### src/hdl/ipuc_pkg.sv
// ----------------------------------------------------------------------------
// ipuc_pkg: shared types and helpers for the IPv4/UDP checksum fixup
// Status codes, the item and finish records passed between stages, and the
// ones'-complement add used by both datapath stages and the final fold.
// ----------------------------------------------------------------------------
`default_nettype none

package ipuc_pkg;

  localparam logic [15:0] SUM_MASK16    = 16'hffff;
  localparam logic [15:0] POS_MAX       = 16'hffff;
  localparam logic [16:0] COUNT_MAX     = 17'h1ffff;
  localparam logic [3:0]  IHL_MIN       = 4'd5;
  localparam logic [17:0] UDP_HDR_BYTES = 18'd8;

  typedef enum logic [1:0] {
    ST_OK    = 2'd0,
    ST_SHORT = 2'd1,
    ST_LONG  = 2'd2
  } status_t;

  typedef struct packed {
    logic [15:0] word;
    logic        odd_byte;
    logic        last;
  } item_t;

  typedef struct packed {
    status_t     status;
    logic [15:0] total;
    logic [15:0] ulen;
    logic [31:0] ip_sum;
    logic [31:0] udp_sum;
  } fin_t;

  // 32-bit add with end-around carry.
  function automatic logic [31:0] sum_add(input logic [31:0] acc, input logic [31:0] v);
    logic [32:0] s;
    s = {1'b0, acc} + {1'b0, v};
    return s[31:0] + {31'd0, s[32]};
  endfunction

  // Two folds to 16 bits, then complement.
  function automatic logic [15:0] sum_fold(input logic [31:0] acc);
    logic [16:0] a;
    logic [16:0] b;
    a = {1'b0, acc[15:0]} + {1'b0, acc[31:16]};
    b = {1'b0, a[15:0]} + {16'd0, a[16]};
    return ~b[15:0];
  endfunction

endpackage

`default_nettype wire

### src/hdl/ipuc_accum.sv
// ----------------------------------------------------------------------------
// ipuc_accum: per-word accumulation stage
// Tracks the word position, the header length and both running sums, and on
// the last word of a packet captures the finish record for the fold stage.
// ----------------------------------------------------------------------------
`default_nettype none

module ipuc_accum
  import ipuc_pkg::*;
(
  input  wire logic  clk,
  input  wire logic  rst_n,
  input  wire logic  item_valid,
  input  wire item_t item,
  output logic       item_ready,
  output logic       fin_valid,
  output fin_t       fin,
  input  wire logic  fin_ready
);

  localparam logic [15:0] POS_TOT_LEN  = 16'd1;
  localparam logic [15:0] POS_PROTO    = 16'd4;
  localparam logic [15:0] POS_HDR_CSUM = 16'd5;
  localparam logic [15:0] POS_SRC_ADDR = 16'd6;
  localparam logic [15:0] POS_DST_END  = 16'd9;
  localparam logic [15:0] UDP_SUM_WORDS = 16'd2;

  logic [15:0] pos_r, pos_nxt;
  logic [3:0]  hw_r;
  logic [31:0] ip_sum_r, ip_sum_nxt;
  logic [31:0] udp_sum_r, udp_sum_nxt;
  logic [16:0] pbc_r, pbc_nxt;
  logic        fin_valid_r;
  fin_t        fin_r, fin_nxt;

  logic        odd;
  logic [15:0] w;
  logic [3:0]  ihl_cur;
  logic [15:0] hip, hip_p3, hip_p4, q;
  logic        in_ip, in_udph, in_pay;
  logic        ip_add, udp_add;
  logic [15:0] udp_val;
  logic [17:0] pbc_inc, total18, ulen18;
  logic        short_pkt, long_pkt;
  logic        fire;

  always_comb begin
    odd     = item.last & item.odd_byte;
    w       = odd ? {item.word[15:8], 8'h00} : item.word;
    if (pos_r == 16'd0) begin
      ihl_cur = (w[11:8] < IHL_MIN) ? IHL_MIN : w[11:8];
    end else begin
      ihl_cur = hw_r;
    end
    hip     = {11'd0, ihl_cur, 1'b0};
    hip_p3  = hip + 16'd3;
    hip_p4  = hip + 16'd4;
    q       = pos_r - hip;
    in_ip   = pos_r < hip;
    in_udph = !in_ip && (pos_r < hip_p4);
    in_pay  = !in_ip && !in_udph;

    ip_add  = in_ip && (pos_r != POS_TOT_LEN) && (pos_r != POS_HDR_CSUM);
    udp_add = 1'b0;
    udp_val = w;
    if (in_ip && pos_r == POS_PROTO) begin
      udp_add = 1'b1;
      udp_val = {8'h00, w[7:0]};
    end else if (in_ip && pos_r >= POS_SRC_ADDR && pos_r <= POS_DST_END) begin
      udp_add = 1'b1;
    end else if (in_udph && q < UDP_SUM_WORDS) begin
      udp_add = 1'b1;
    end else if (in_pay) begin
      udp_add = 1'b1;
    end

    ip_sum_nxt  = ip_add ? sum_add(ip_sum_r, {16'd0, w}) : ip_sum_r;
    udp_sum_nxt = udp_add ? sum_add(udp_sum_r, {16'd0, udp_val}) : udp_sum_r;

    pbc_inc = {1'b0, pbc_r} + (odd ? 18'd1 : 18'd2);
    if (!in_pay) begin
      pbc_nxt = pbc_r;
    end else if (pbc_inc > {1'b0, COUNT_MAX}) begin
      pbc_nxt = COUNT_MAX;
    end else begin
      pbc_nxt = pbc_inc[16:0];
    end

    pos_nxt   = (pos_r == POS_MAX) ? pos_r : pos_r + 16'd1;
    total18   = {12'd0, ihl_cur, 2'b00} + UDP_HDR_BYTES + {1'b0, pbc_nxt};
    ulen18    = UDP_HDR_BYTES + {1'b0, pbc_nxt};
    short_pkt = (pos_r < hip_p3) || ((pos_r == hip_p3) && odd);
    long_pkt  = total18 > {2'b00, SUM_MASK16};

    if (short_pkt) begin
      fin_nxt.status = ST_SHORT;
    end else if (long_pkt) begin
      fin_nxt.status = ST_LONG;
    end else begin
      fin_nxt.status = ST_OK;
    end
    fin_nxt.total   = total18[15:0];
    fin_nxt.ulen    = ulen18[15:0];
    fin_nxt.ip_sum  = ip_sum_nxt;
    fin_nxt.udp_sum = udp_sum_nxt;
  end

  assign item_ready = !item.last || !fin_valid_r || fin_ready;
  assign fire       = item_valid && item_ready;

  always_ff @(posedge clk) begin
    if (!rst_n) begin
      pos_r       <= '0;
      hw_r        <= '0;
      ip_sum_r    <= '0;
      udp_sum_r   <= '0;
      pbc_r       <= '0;
      fin_valid_r <= 1'b0;
    end else begin
      if (fire) begin
        if (item.last) begin
          pos_r     <= '0;
          hw_r      <= '0;
          ip_sum_r  <= '0;
          udp_sum_r <= '0;
          pbc_r     <= '0;
        end else begin
          pos_r     <= pos_nxt;
          hw_r      <= ihl_cur;
          ip_sum_r  <= ip_sum_nxt;
          udp_sum_r <= udp_sum_nxt;
          pbc_r     <= pbc_nxt;
        end
      end
      if (fire && item.last) begin
        fin_valid_r <= 1'b1;
      end else if (fin_ready) begin
        fin_valid_r <= 1'b0;
      end
    end
  end

  always_ff @(posedge clk) begin
    if (fire && item.last) begin
      fin_r <= fin_nxt;
    end
  end

  assign fin_valid = fin_valid_r;
  assign fin       = fin_r;

endmodule

`default_nettype wire

### src/hdl/ipuc_finish.sv
// ----------------------------------------------------------------------------
// ipuc_finish: checksum fold and result register
// Adds the recomputed lengths into both sums, folds them to 16 bits and
// holds the result item until the receiver takes it.
// ----------------------------------------------------------------------------
`default_nettype none

module ipuc_finish
  import ipuc_pkg::*;
(
  input  wire logic  clk,
  input  wire logic  rst_n,
  input  wire logic  fin_valid,
  input  wire fin_t  fin,
  output logic       fin_ready,
  output logic       out_valid,
  input  wire logic  out_ready,
  output logic [1:0]  out_status,
  output logic [15:0] out_ip_total_length,
  output logic [15:0] out_ip_header_checksum,
  output logic [15:0] out_udp_length,
  output logic [15:0] out_udp_checksum
);

  logic        out_valid_r;
  status_t     status_r;
  logic [15:0] total_r, ipc_r, ulen_r, udpc_r;

  logic [31:0] ip_tot, udp_one, udp_two;
  logic [15:0] ipc, udpc_raw, udpc;
  logic        ok;

  always_comb begin
    ip_tot   = sum_add(fin.ip_sum, {16'd0, fin.total});
    ipc      = sum_fold(ip_tot);
    udp_one  = sum_add(fin.udp_sum, {16'd0, fin.ulen});
    udp_two  = sum_add(udp_one, {16'd0, fin.ulen});
    udpc_raw = sum_fold(udp_two);
    udpc     = (udpc_raw == 16'd0) ? SUM_MASK16 : udpc_raw;
    ok       = (fin.status == ST_OK);
  end

  assign fin_ready = !out_valid_r || out_ready;

  always_ff @(posedge clk) begin
    if (!rst_n) begin
      out_valid_r <= 1'b0;
    end else if (fin_ready) begin
      out_valid_r <= fin_valid;
    end
  end

  always_ff @(posedge clk) begin
    if (fin_valid && fin_ready) begin
      status_r <= fin.status;
      total_r  <= ok ? fin.total : 16'd0;
      ipc_r    <= ok ? ipc : 16'd0;
      ulen_r   <= ok ? fin.ulen : 16'd0;
      udpc_r   <= ok ? udpc : 16'd0;
    end
  end

  assign out_valid              = out_valid_r;
  assign out_status             = status_r;
  assign out_ip_total_length    = total_r;
  assign out_ip_header_checksum = ipc_r;
  assign out_udp_length         = ulen_r;
  assign out_udp_checksum       = udpc_r;

endmodule

`default_nettype wire

### src/hdl/ipv4_udp_checksum_fixup.sv
// ----------------------------------------------------------------------------
// ipv4_udp_checksum_fixup: IPv4/UDP length and checksum recompute
// The in_ channel carries one 16-bit big-endian packet word per item: the
// IPv4 header, the UDP header, then payload, with in_last on the final word
// and in_odd_byte when that word holds only its high byte. For each packet
// one result item appears on the out_ channel: status, the IPv4 total
// length and header checksum, and the UDP length and checksum. Words that
// are not last produce no result.
// Unless stalled, the block takes one word per cycle with no gaps, packets back to back.
// A result becomes valid once its last word has passed through the input
// register, the finish register of the accumulation stage and the result
// register of the fold stage.
// While a result waits on out_ready, further non-last words are still
// taken; a last word waits only when both the finish register and the
// output register are full, and the words behind it wait with it.
// Synchronous reset clears all sums, counters and valid flags, so the next
// word accepted is taken as the first word of a packet.
// ----------------------------------------------------------------------------
`default_nettype none

module ipv4_udp_checksum_fixup
  import ipuc_pkg::*;
(
  input  wire logic        clk,
  input  wire logic        rst_n,
  input  wire logic        in_valid,
  output logic             in_ready,
  input  wire logic [15:0] in_word,
  input  wire logic        in_odd_byte,
  input  wire logic        in_last,
  output logic             out_valid,
  input  wire logic        out_ready,
  output logic [1:0]       out_status,
  output logic [15:0]      out_ip_total_length,
  output logic [15:0]      out_ip_header_checksum,
  output logic [15:0]      out_udp_length,
  output logic [15:0]      out_udp_checksum
);

  logic  s0_valid_r;
  item_t s0_item_r;
  logic  acc_ready;
  logic  fin_valid;
  logic  fin_ready;
  fin_t  fin;

  assign in_ready = !s0_valid_r || acc_ready;

  always_ff @(posedge clk) begin
    if (!rst_n) begin
      s0_valid_r <= 1'b0;
    end else if (in_ready) begin
      s0_valid_r <= in_valid;
    end
  end

  always_ff @(posedge clk) begin
    if (in_valid && in_ready) begin
      s0_item_r.word     <= in_word;
      s0_item_r.odd_byte <= in_odd_byte;
      s0_item_r.last     <= in_last;
    end
  end

  ipuc_accum u_accum (
    .clk        (clk),
    .rst_n      (rst_n),
    .item_valid (s0_valid_r),
    .item       (s0_item_r),
    .item_ready (acc_ready),
    .fin_valid  (fin_valid),
    .fin        (fin),
    .fin_ready  (fin_ready)
  );

  ipuc_finish u_finish (
    .clk                    (clk),
    .rst_n                  (rst_n),
    .fin_valid              (fin_valid),
    .fin                    (fin),
    .fin_ready              (fin_ready),
    .out_valid              (out_valid),
    .out_ready              (out_ready),
    .out_status             (out_status),
    .out_ip_total_length    (out_ip_total_length),
    .out_ip_header_checksum (out_ip_header_checksum),
    .out_udp_length         (out_udp_length),
    .out_udp_checksum       (out_udp_checksum)
  );

endmodule

`default_nettype wire

### config.mk
export PLATFORM = sky130hd
export DESIGN_NAME = ipv4_udp_checksum_fixup
export DESIGN_NICKNAME = d
export VERILOG_FILES = /design/src/hdl/ipuc_pkg.sv /design/src/hdl/ipuc_accum.sv /design/src/hdl/ipuc_finish.sv /design/src/hdl/ipv4_udp_checksum_fixup.sv
export SDC_FILE = /design/constraint.sdc
export NUM_CORES = 1
export LEC_CHECK = 0
export ABC_AREA = 0
export BUFFER_PORTS_ARGS = -buffer_cell sky130_fd_sc_hd__buf_4
export CAP_MARGIN = 20
export CORE_ASPECT_RATIO = 0.75
export CORE_MARGIN = 1
export CORE_UTILIZATION = 45
export DETAILED_ROUTE_END_ITERATION = 10
export GPL_TIMING_DRIVEN = 0
export MAX_ROUTING_LAYER = met4
export REMOVE_ABC_BUFFERS = 1
export SYNTH_ARGS = -nofsm -noshare
export SYNTH_HDL_FRONTEND = slang
export SYNTH_SLANG_ARGS = --single-unit
### constraint.sdc
create_clock -name clk -period 10.7 [get_ports clk]
set_clock_uncertainty 0.05 [all_clocks]
set_input_delay 1.07 -clock clk [delete_from_list [all_inputs] [get_ports clk]]
set_output_delay 1.07 -clock clk [all_outputs]
set_load 0.02 [all_outputs]
# == Yosys cells after proc, flatten, opt, wreduce, memory -nomap -nowiden ==
# Index checks and enable logic that the tools add are counted.
# totals
register_bits,286
output_inout_bits,68
word_cells,113
# classes
add_sub_neg,22
order_cmp,9
eq_ne,6
mux,23
bitwise,3
reduce_logical,29
# ops
operator,count
32-bit by 16-bit adder with 33-bit output,5
32-bit by 1-bit adder with 32-bit output,5
32-bit 2-to-1 mux,4
16-bit 2-to-1 mux,4
17-bit 2-to-1 mux,3
16-bit by 16-bit adder with 17-bit output,2
16-bit by 1-bit adder with 16-bit output,2
16-bit zero test,2
16-bit less-than comparator,2
16-bit inverter,2
17-bit by 18-bit adder with 18-bit output,1
7-bit by 17-bit adder with 18-bit output,1
18-bit by 16-bit greater-than comparator with 1-bit output (second input constant),1
18-bit by 17-bit greater-than comparator with 1-bit output (second input constant),1
16-bit by 1-bit adder with 16-bit output (second input constant),1
4-bit by 16-bit adder with 16-bit output (first input constant),1
16-bit equality test,1
16-bit equality test (second input constant),1
16-bit by 3-bit equality test with 1-bit output (second input constant),1
16-bit by 3-bit greater-or-equal comparator with 1-bit output (second input constant),1
16-bit by 4-bit <= comparator with 1-bit output (second input constant),1
16-bit by 2-bit less-than comparator with 1-bit output (second input constant),1
16-bit by 5-bit less-than comparator with 1-bit output,1
16-bit by 1-bit != test with 1-bit output (second input constant),1
other kinds (18),47

# == Depth between registers and ports, before layout ==
# depth
ltp_word,14
ltp_mapped,67
mapped_depth_nobuf,64

# == Modules after synthesis ==
# From an unflattened synthesis, not the netlist that was laid out.
# unflattened
cells_unflattened,2862
hier_area_um2,24564.8
# by_module_without_submodules
module,instances,cells_each,area_each_um2,seq_area_each_um2
ipuc_accum,1,1530,13439.1,4924.7
ipuc_finish,1,1309,10527.6,2001.9
ipv4_udp_checksum_fixup,1,23,598.1,560.5

# == Worst setup path before layout ==
# Ideal clock, no wire load.
# synth_timing
path_kind,register to register
start,register u_accum.fin_r (netlist bit u_accum.fin[64])
end,"register u_finish.udpc_r[14] (netlist: u_finish.out_udp_checksum[14]), data pin"
setup_time_ns,0.152
arrival_ns,11.602
t_required_ns,10.498
slack_ns,-1.105
path_stages_with_launch,67
synth_period_minus_slack_ns,11.805
cell_sequence,edfxtp_1 ha_1 inv_1 fa_1 and2b_1 o2111ai_2 a21oi_1 nor3_2 buf_2 or3_1 clkbuf_1 nor2_1 and3_1 and3_1 ha_1 ha_1 nand2_1 nand4b_1 [... 31 more ...] nand2_1 a21oi_1 nor2_1 o21ai_0 nand2b_1 ha_1 ha_1 and2_1 nand2_1 xor2_1 nor3_1 nand3_1 nor2_1 nand3_1 nor4bb_1 nand3b_1 clkbuf_1 o21ai_0
# synth_between
elab_chain_cells,9
# synth_lines
item,line,text
"start, declared",ipuc_accum.sv:34,"fin_t fin_r, fin_nxt;"
"start signal, assigned",ipuc_accum.sv:145,fin_r <= fin_nxt;
32-bit by 16-bit adder with 33-bit output,ipuc_pkg.sv:39,"s = {1'b0, acc} + {1'b0, v};"
32-bit by 1-bit adder with 32-bit output,ipuc_pkg.sv:40,"return s[31:0] + {31'd0, s[32]};"
32-bit by 16-bit adder with 33-bit output *,ipuc_pkg.sv:39,
32-bit by 1-bit adder with 32-bit output *,ipuc_pkg.sv:40,
16-bit by 16-bit adder with 17-bit output *,ipuc_pkg.sv:47,"a = {1'b0, acc[15:0]} + {1'b0, acc[31:16]};"
16-bit by 1-bit adder with 16-bit output *,ipuc_pkg.sv:48,"b = {1'b0, a[15:0]} + {16'd0, a[16]};"
16-bit inverter *,ipuc_pkg.sv:49,return ~b[15:0];
16-bit zero test,ipuc_finish.sv:39,udpc = (udpc_raw == 16'd0) ? SUM_MASK16 : udpc_raw;
16-bit 2-to-1 mux *,ipuc_finish.sv:39,
"end signal, assigned",ipuc_finish.sv:59,udpc_r <= ok ? udpc : 16'd0;
"end, declared",ipuc_finish.sv:27,"logic [15:0] total_r, ipc_r, ulen_r, udpc_r;"
# Every way passes the cells marked *; elsewhere a longest branch is shown, timed or not.
# A chain may end at the register's enable or synchronous reset.

# == Final worst setup path ==
# layout_timing
start,register u_accum.fin_r (netlist bit u_accum.fin[64])
end,"register u_finish.udpc_r[1] (netlist: u_finish.out_udp_checksum[1]), data pin"
# The elaborated chain is that of the path after synthesis.

==> reports/results.ini <==
[route]
ant_nets=0
vias_per_cell=5.87
route.vias.total=20464
post_drt_wl_per_cell_um=19.2
drt_iter0_drc=1993
first_pass_iters=6
finalWirelength_um=66800
drc=0

[setup_path]
start_kind=flop
end_kind=flop
worstPathArrival_ns=12.05
path_max_fanout=5
critPathKind=reg -> reg
cp_data_required_time_ns=11.09
reg2regPathDepth=64
timing.rr.end=u_finish.out_udp_checksum[1]$_SDFFCE_PP0P_
max_stage_delay_ns=0.48
r2r_start=u_accum.fin[64]$_DFFE_PP_
rrSetupSlack_ns=-0.96
cp_slowest_cell=or4_4

[hold_path]
hold_start=u_accum.fin[97]$_SDFFCE_PP0P_
min_to=u_finish.out_status[1]$_DFFE_PP_
hold_class=reg -> reg
whs_path_depth=0

[synthesis]
synth.largest_area_cell=edfxtp_1
synth_xor_area_share_pct=12.4
syn-instance-count=2666
yosys_most_used_dff=edfxtp_1
synth_async_sr_flop_share_pct=0
synth_top_family_by_area=simple AND/OR/NAND/NOR gates
synth_cell_types=109
synth_edf_count=178
synth_area_mm2=0.0232
synth_warnings=0
syn_avg_cell_area_um2=8.70
synth_mux_area_share_pct=0.760
seq_area_frac_synth_pct=32.0
synth_compound_area_share_pct=18.9
synthSimpleGateAreaFrac_pct=23.2
synth.area.top_cells=edfxtp_1 23%, dfxtp_1 9.0%, ha_1 8.5%, xnor2_1 8.2%, nand2_1 4.0%
synth_seq_cells=282
synth_fa_ha_area_share_pct=9.37
yosys.area.top_type_share_pct=23.0

[sta]
fmax_mhz=85.7
worst_pin_slew_ns=1.08
rsz0062_at_grt=yes
setup_viol=16
hold_viol=0
period_needed_ns=11.66
min_period_over_period_pct=109
slew_headroom_pct=28.0
slew_viol_final=0
setup_ws_ns=-0.965
whs_ns=0.446

[clock_network]
clock_sinks=282
cts_hold_buffers=0
cts_tree=done
clockBufferDepth=3
clockRootBuffer=clkbuf_16
numCtsBuffers=31
path_clk_slew_ns=0.07
clk_latency_ns=0.60
cts-htree-levels=1

[global_routing]
overflow=0
track_usage_pct=25.4
grt_pass1_wl_um=103000
grt_start_max_net_pins=73
antenna_found_initial=2
grt_pass1_vias=18530

[finish]
fillers=4584
postLayoutCoreUtil_pct=53.6
drive_above_1_share_pct=15.6
num-nets-final=2996
insertedDiodeCount=0
fin_area_mm2=0.0271
area_delta_synth_final_pct=16.9
layout.cells.non_filler=3489

[floorplan]
dieWidth_um=264
rows=71
start_util_pct=45.9
die_h_um=199
design.die.area_mm2=0.0525
io_pins=90
core_mm2=0.0505

[flow_run]
drv_cap=0

[place]
dp_cells=3319
gp_congestion=0.917
io_buffers=89
placed_area_mm2=0.0245
place_hpwl_um=50000
pre_cts_ws_ns=-4.35

[status]
status=finished with violations
violations=setup timing

[power_and_ir_drop]
ir_worst_vdd_v=0.000115
leakage_nw=10.3
p_per_area_mw_per_mm2=104

==> synth_stat cells, types with 7 or more instances <==
master	count
nand2_1	246
nor2_1	225
xnor2_1	218
edfxtp_1	178
ha_1	157
a21oi_1	143
o21ai_0	131
dfxtp_1	104
xor2_1	103
inv_1	94
nand3_1	93
clkbuf_1	81
and2_1	72
nor2b_1	66
nor3_1	58
a22oi_1	46
nand4_1	44
a21o_1	36
and3_1	35
a31oi_1	33
nand2b_1	29
or3_1	29
o211ai_1	27
o21a_1	24
nor4_1	21
o21bai_1	21
nand3b_1	18
or2_2	18
a21boi_0	16
a211oi_1	15
o31ai_1	15
and4_1	14
mux2i_1	12
buf_2	11
o211a_1	11
or4_1	11
fa_1	10
a2111oi_0	9
a22o_1	9
nand4b_1	9
nor3b_1	8
o21ai_1	8
a41oi_1	7
o22ai_1	7
==> power breakdown <==
group	leakage, nW	total [W]	internal (W)	switching (W)
clock	0.514	0.00114	0.000656	0.000483
sequential	2.55	0.00120	0.00118	0.0000200
combinational	7.28	0.000482	0.000188	0.000294
==> kinds of logic after synthesis <==
kind of cell / Yosys count
muxes: 17
adders and majority gates: 168
xor gates and xnor gates: 325
and+or+nand+nor: 1035
buffers and inverters: 194
DFF: 282
AOI/OAI and AO/OA: 645
==> worst max path at each step <==
stage | slack (ns) | cells past startpoint | from | to
after CTS | -0.87 | 65 | u_accum.fin[64]$_DFFE_PP_ | u_finish.out_udp_checksum[1]$_SDFFCE_PP0P_
after global placement | -4.07 | 62 | u_accum.fin[65]$_DFFE_PP_ | u_finish.out_udp_checksum[14]$_SDFFCE_PP0P_
after floorplan | -0.94 | 62 | u_accum.fin[64]$_DFFE_PP_ | u_finish.out_udp_checksum[0]$_SDFFCE_PP0P_
after global routing | -1.63 | 65 | u_accum.fin[64]$_DFFE_PP_ | u_finish.out_udp_checksum[1]$_SDFFCE_PP0P_
final | -0.96 | 64 | u_accum.fin[64]$_DFFE_PP_ | u_finish.out_udp_checksum[1]$_SDFFCE_PP0P_
after detailed placement | -4.35 | 62 | u_accum.fin[65]$_DFFE_PP_ | u_finish.out_udp_checksum[11]$_SDFFCE_PP0P_
==> layout by cell type, fill, tap and decap left out, drive strengths merged, types with 11 or more instances in the layout <==
cell type  count
nor2         226
a21oi        145
ha           157
o211a         12
mux2i         12
buf          208
xnor2        221
a21o          36
a21boi        17
nor2b         66
or4           11
nand4         45
and2          75
a2111oi       11
and4          14
o31ai         15
nor3          60
o211ai        29
o21ai        139
clkinv        11
nor4          25
clkbuf        33
and3          35
a31oi         33
edfxtp       178
or3           29
inv           98
or2           20
o21a          25
a22oi         46
a211oi        19
nand3b        18
nand2        246
o21bai        22
dfxtp        104
xor2         104
nand2b        30
nand3         94
==> worst max-delay path: cells and delay by family (launching register included) <==
family                     cells  cell delay (ns)
buffers and inverters          3             0.31
adders and majority gates      9             2.11
AOI/OAI and AO/OA             16             2.13
and+or+nand+nor               33             5.95
xor gates and xnor gates       3             0.55
DFF                            1             0.39
==> cell type report <==
| cell class | count | area, um^2 | share of cell area [%] |
|---|---|---|---|
| clock buffers | 33 | 783 | 2.89 |
| clock inverters | 25 | 285 | 1.05 |
| inverters | 94 | 355 | 1.31 |
| multi-input cells | 2190 | 15800 | 58.1 |
| flip-flops and latches | 282 | 7430 | 27.4 |
| well taps | 657 | 822 | 3.03 |
| repair buffers | 208 | 1690 | 6.22 |
==> routing by layer <==
layer  share of wire [%]  routed length (um)  up-vias  GRT usage (%)
li1                    -                   -    10027              -
met1                  52               34500     9771           39.1
met2                  41               27100      588           35.7
met3                 6.1                4080       78           2.19
met4                 1.8                1180        0           4.89
met5                   0                   0        -              -
==> state kept, by name (all words and copies together) (netlist names), 16 cells and up <==
register                         cells
u_finish.out_udp_length             16
u_finish.out_udp_checksum           16
u_accum.pbc_r                       17
s0_item_r                           18
u_finish.out_ip_header_checksum     16
u_accum.ip_sum_r                    32
u_accum.fin                         96
u_accum.pos_r                       16
u_accum.udp_sum_r                   32
==> through the flow <==
step           TNS [ns]  power [W]
4_1_cts          -13.44    0.00282
2_1_floorplan    -14.56    0.00153
6_report         -14.72    0.00282
3_5_place_dp     -68.12    0.00166
3_3_place_gp     -63.52    0.00165
5_1_grt          -25.33    0.00293
==> what timing repair did <==
| action | 4_1_cts | 5_1_grt |
|---|---|---|
| gates resized for setup | 101 | 53 |
| endpoints found under the hold margin | 0 | 0 |
| pin swaps | 57 | 52 |
| cloned | 1 | 0 |
| buffers inserted | 73 | 40 |
| endpoints found under the setup margin | 16 | 26 |
No activity file was read; power rests on OpenSTA's default activity.
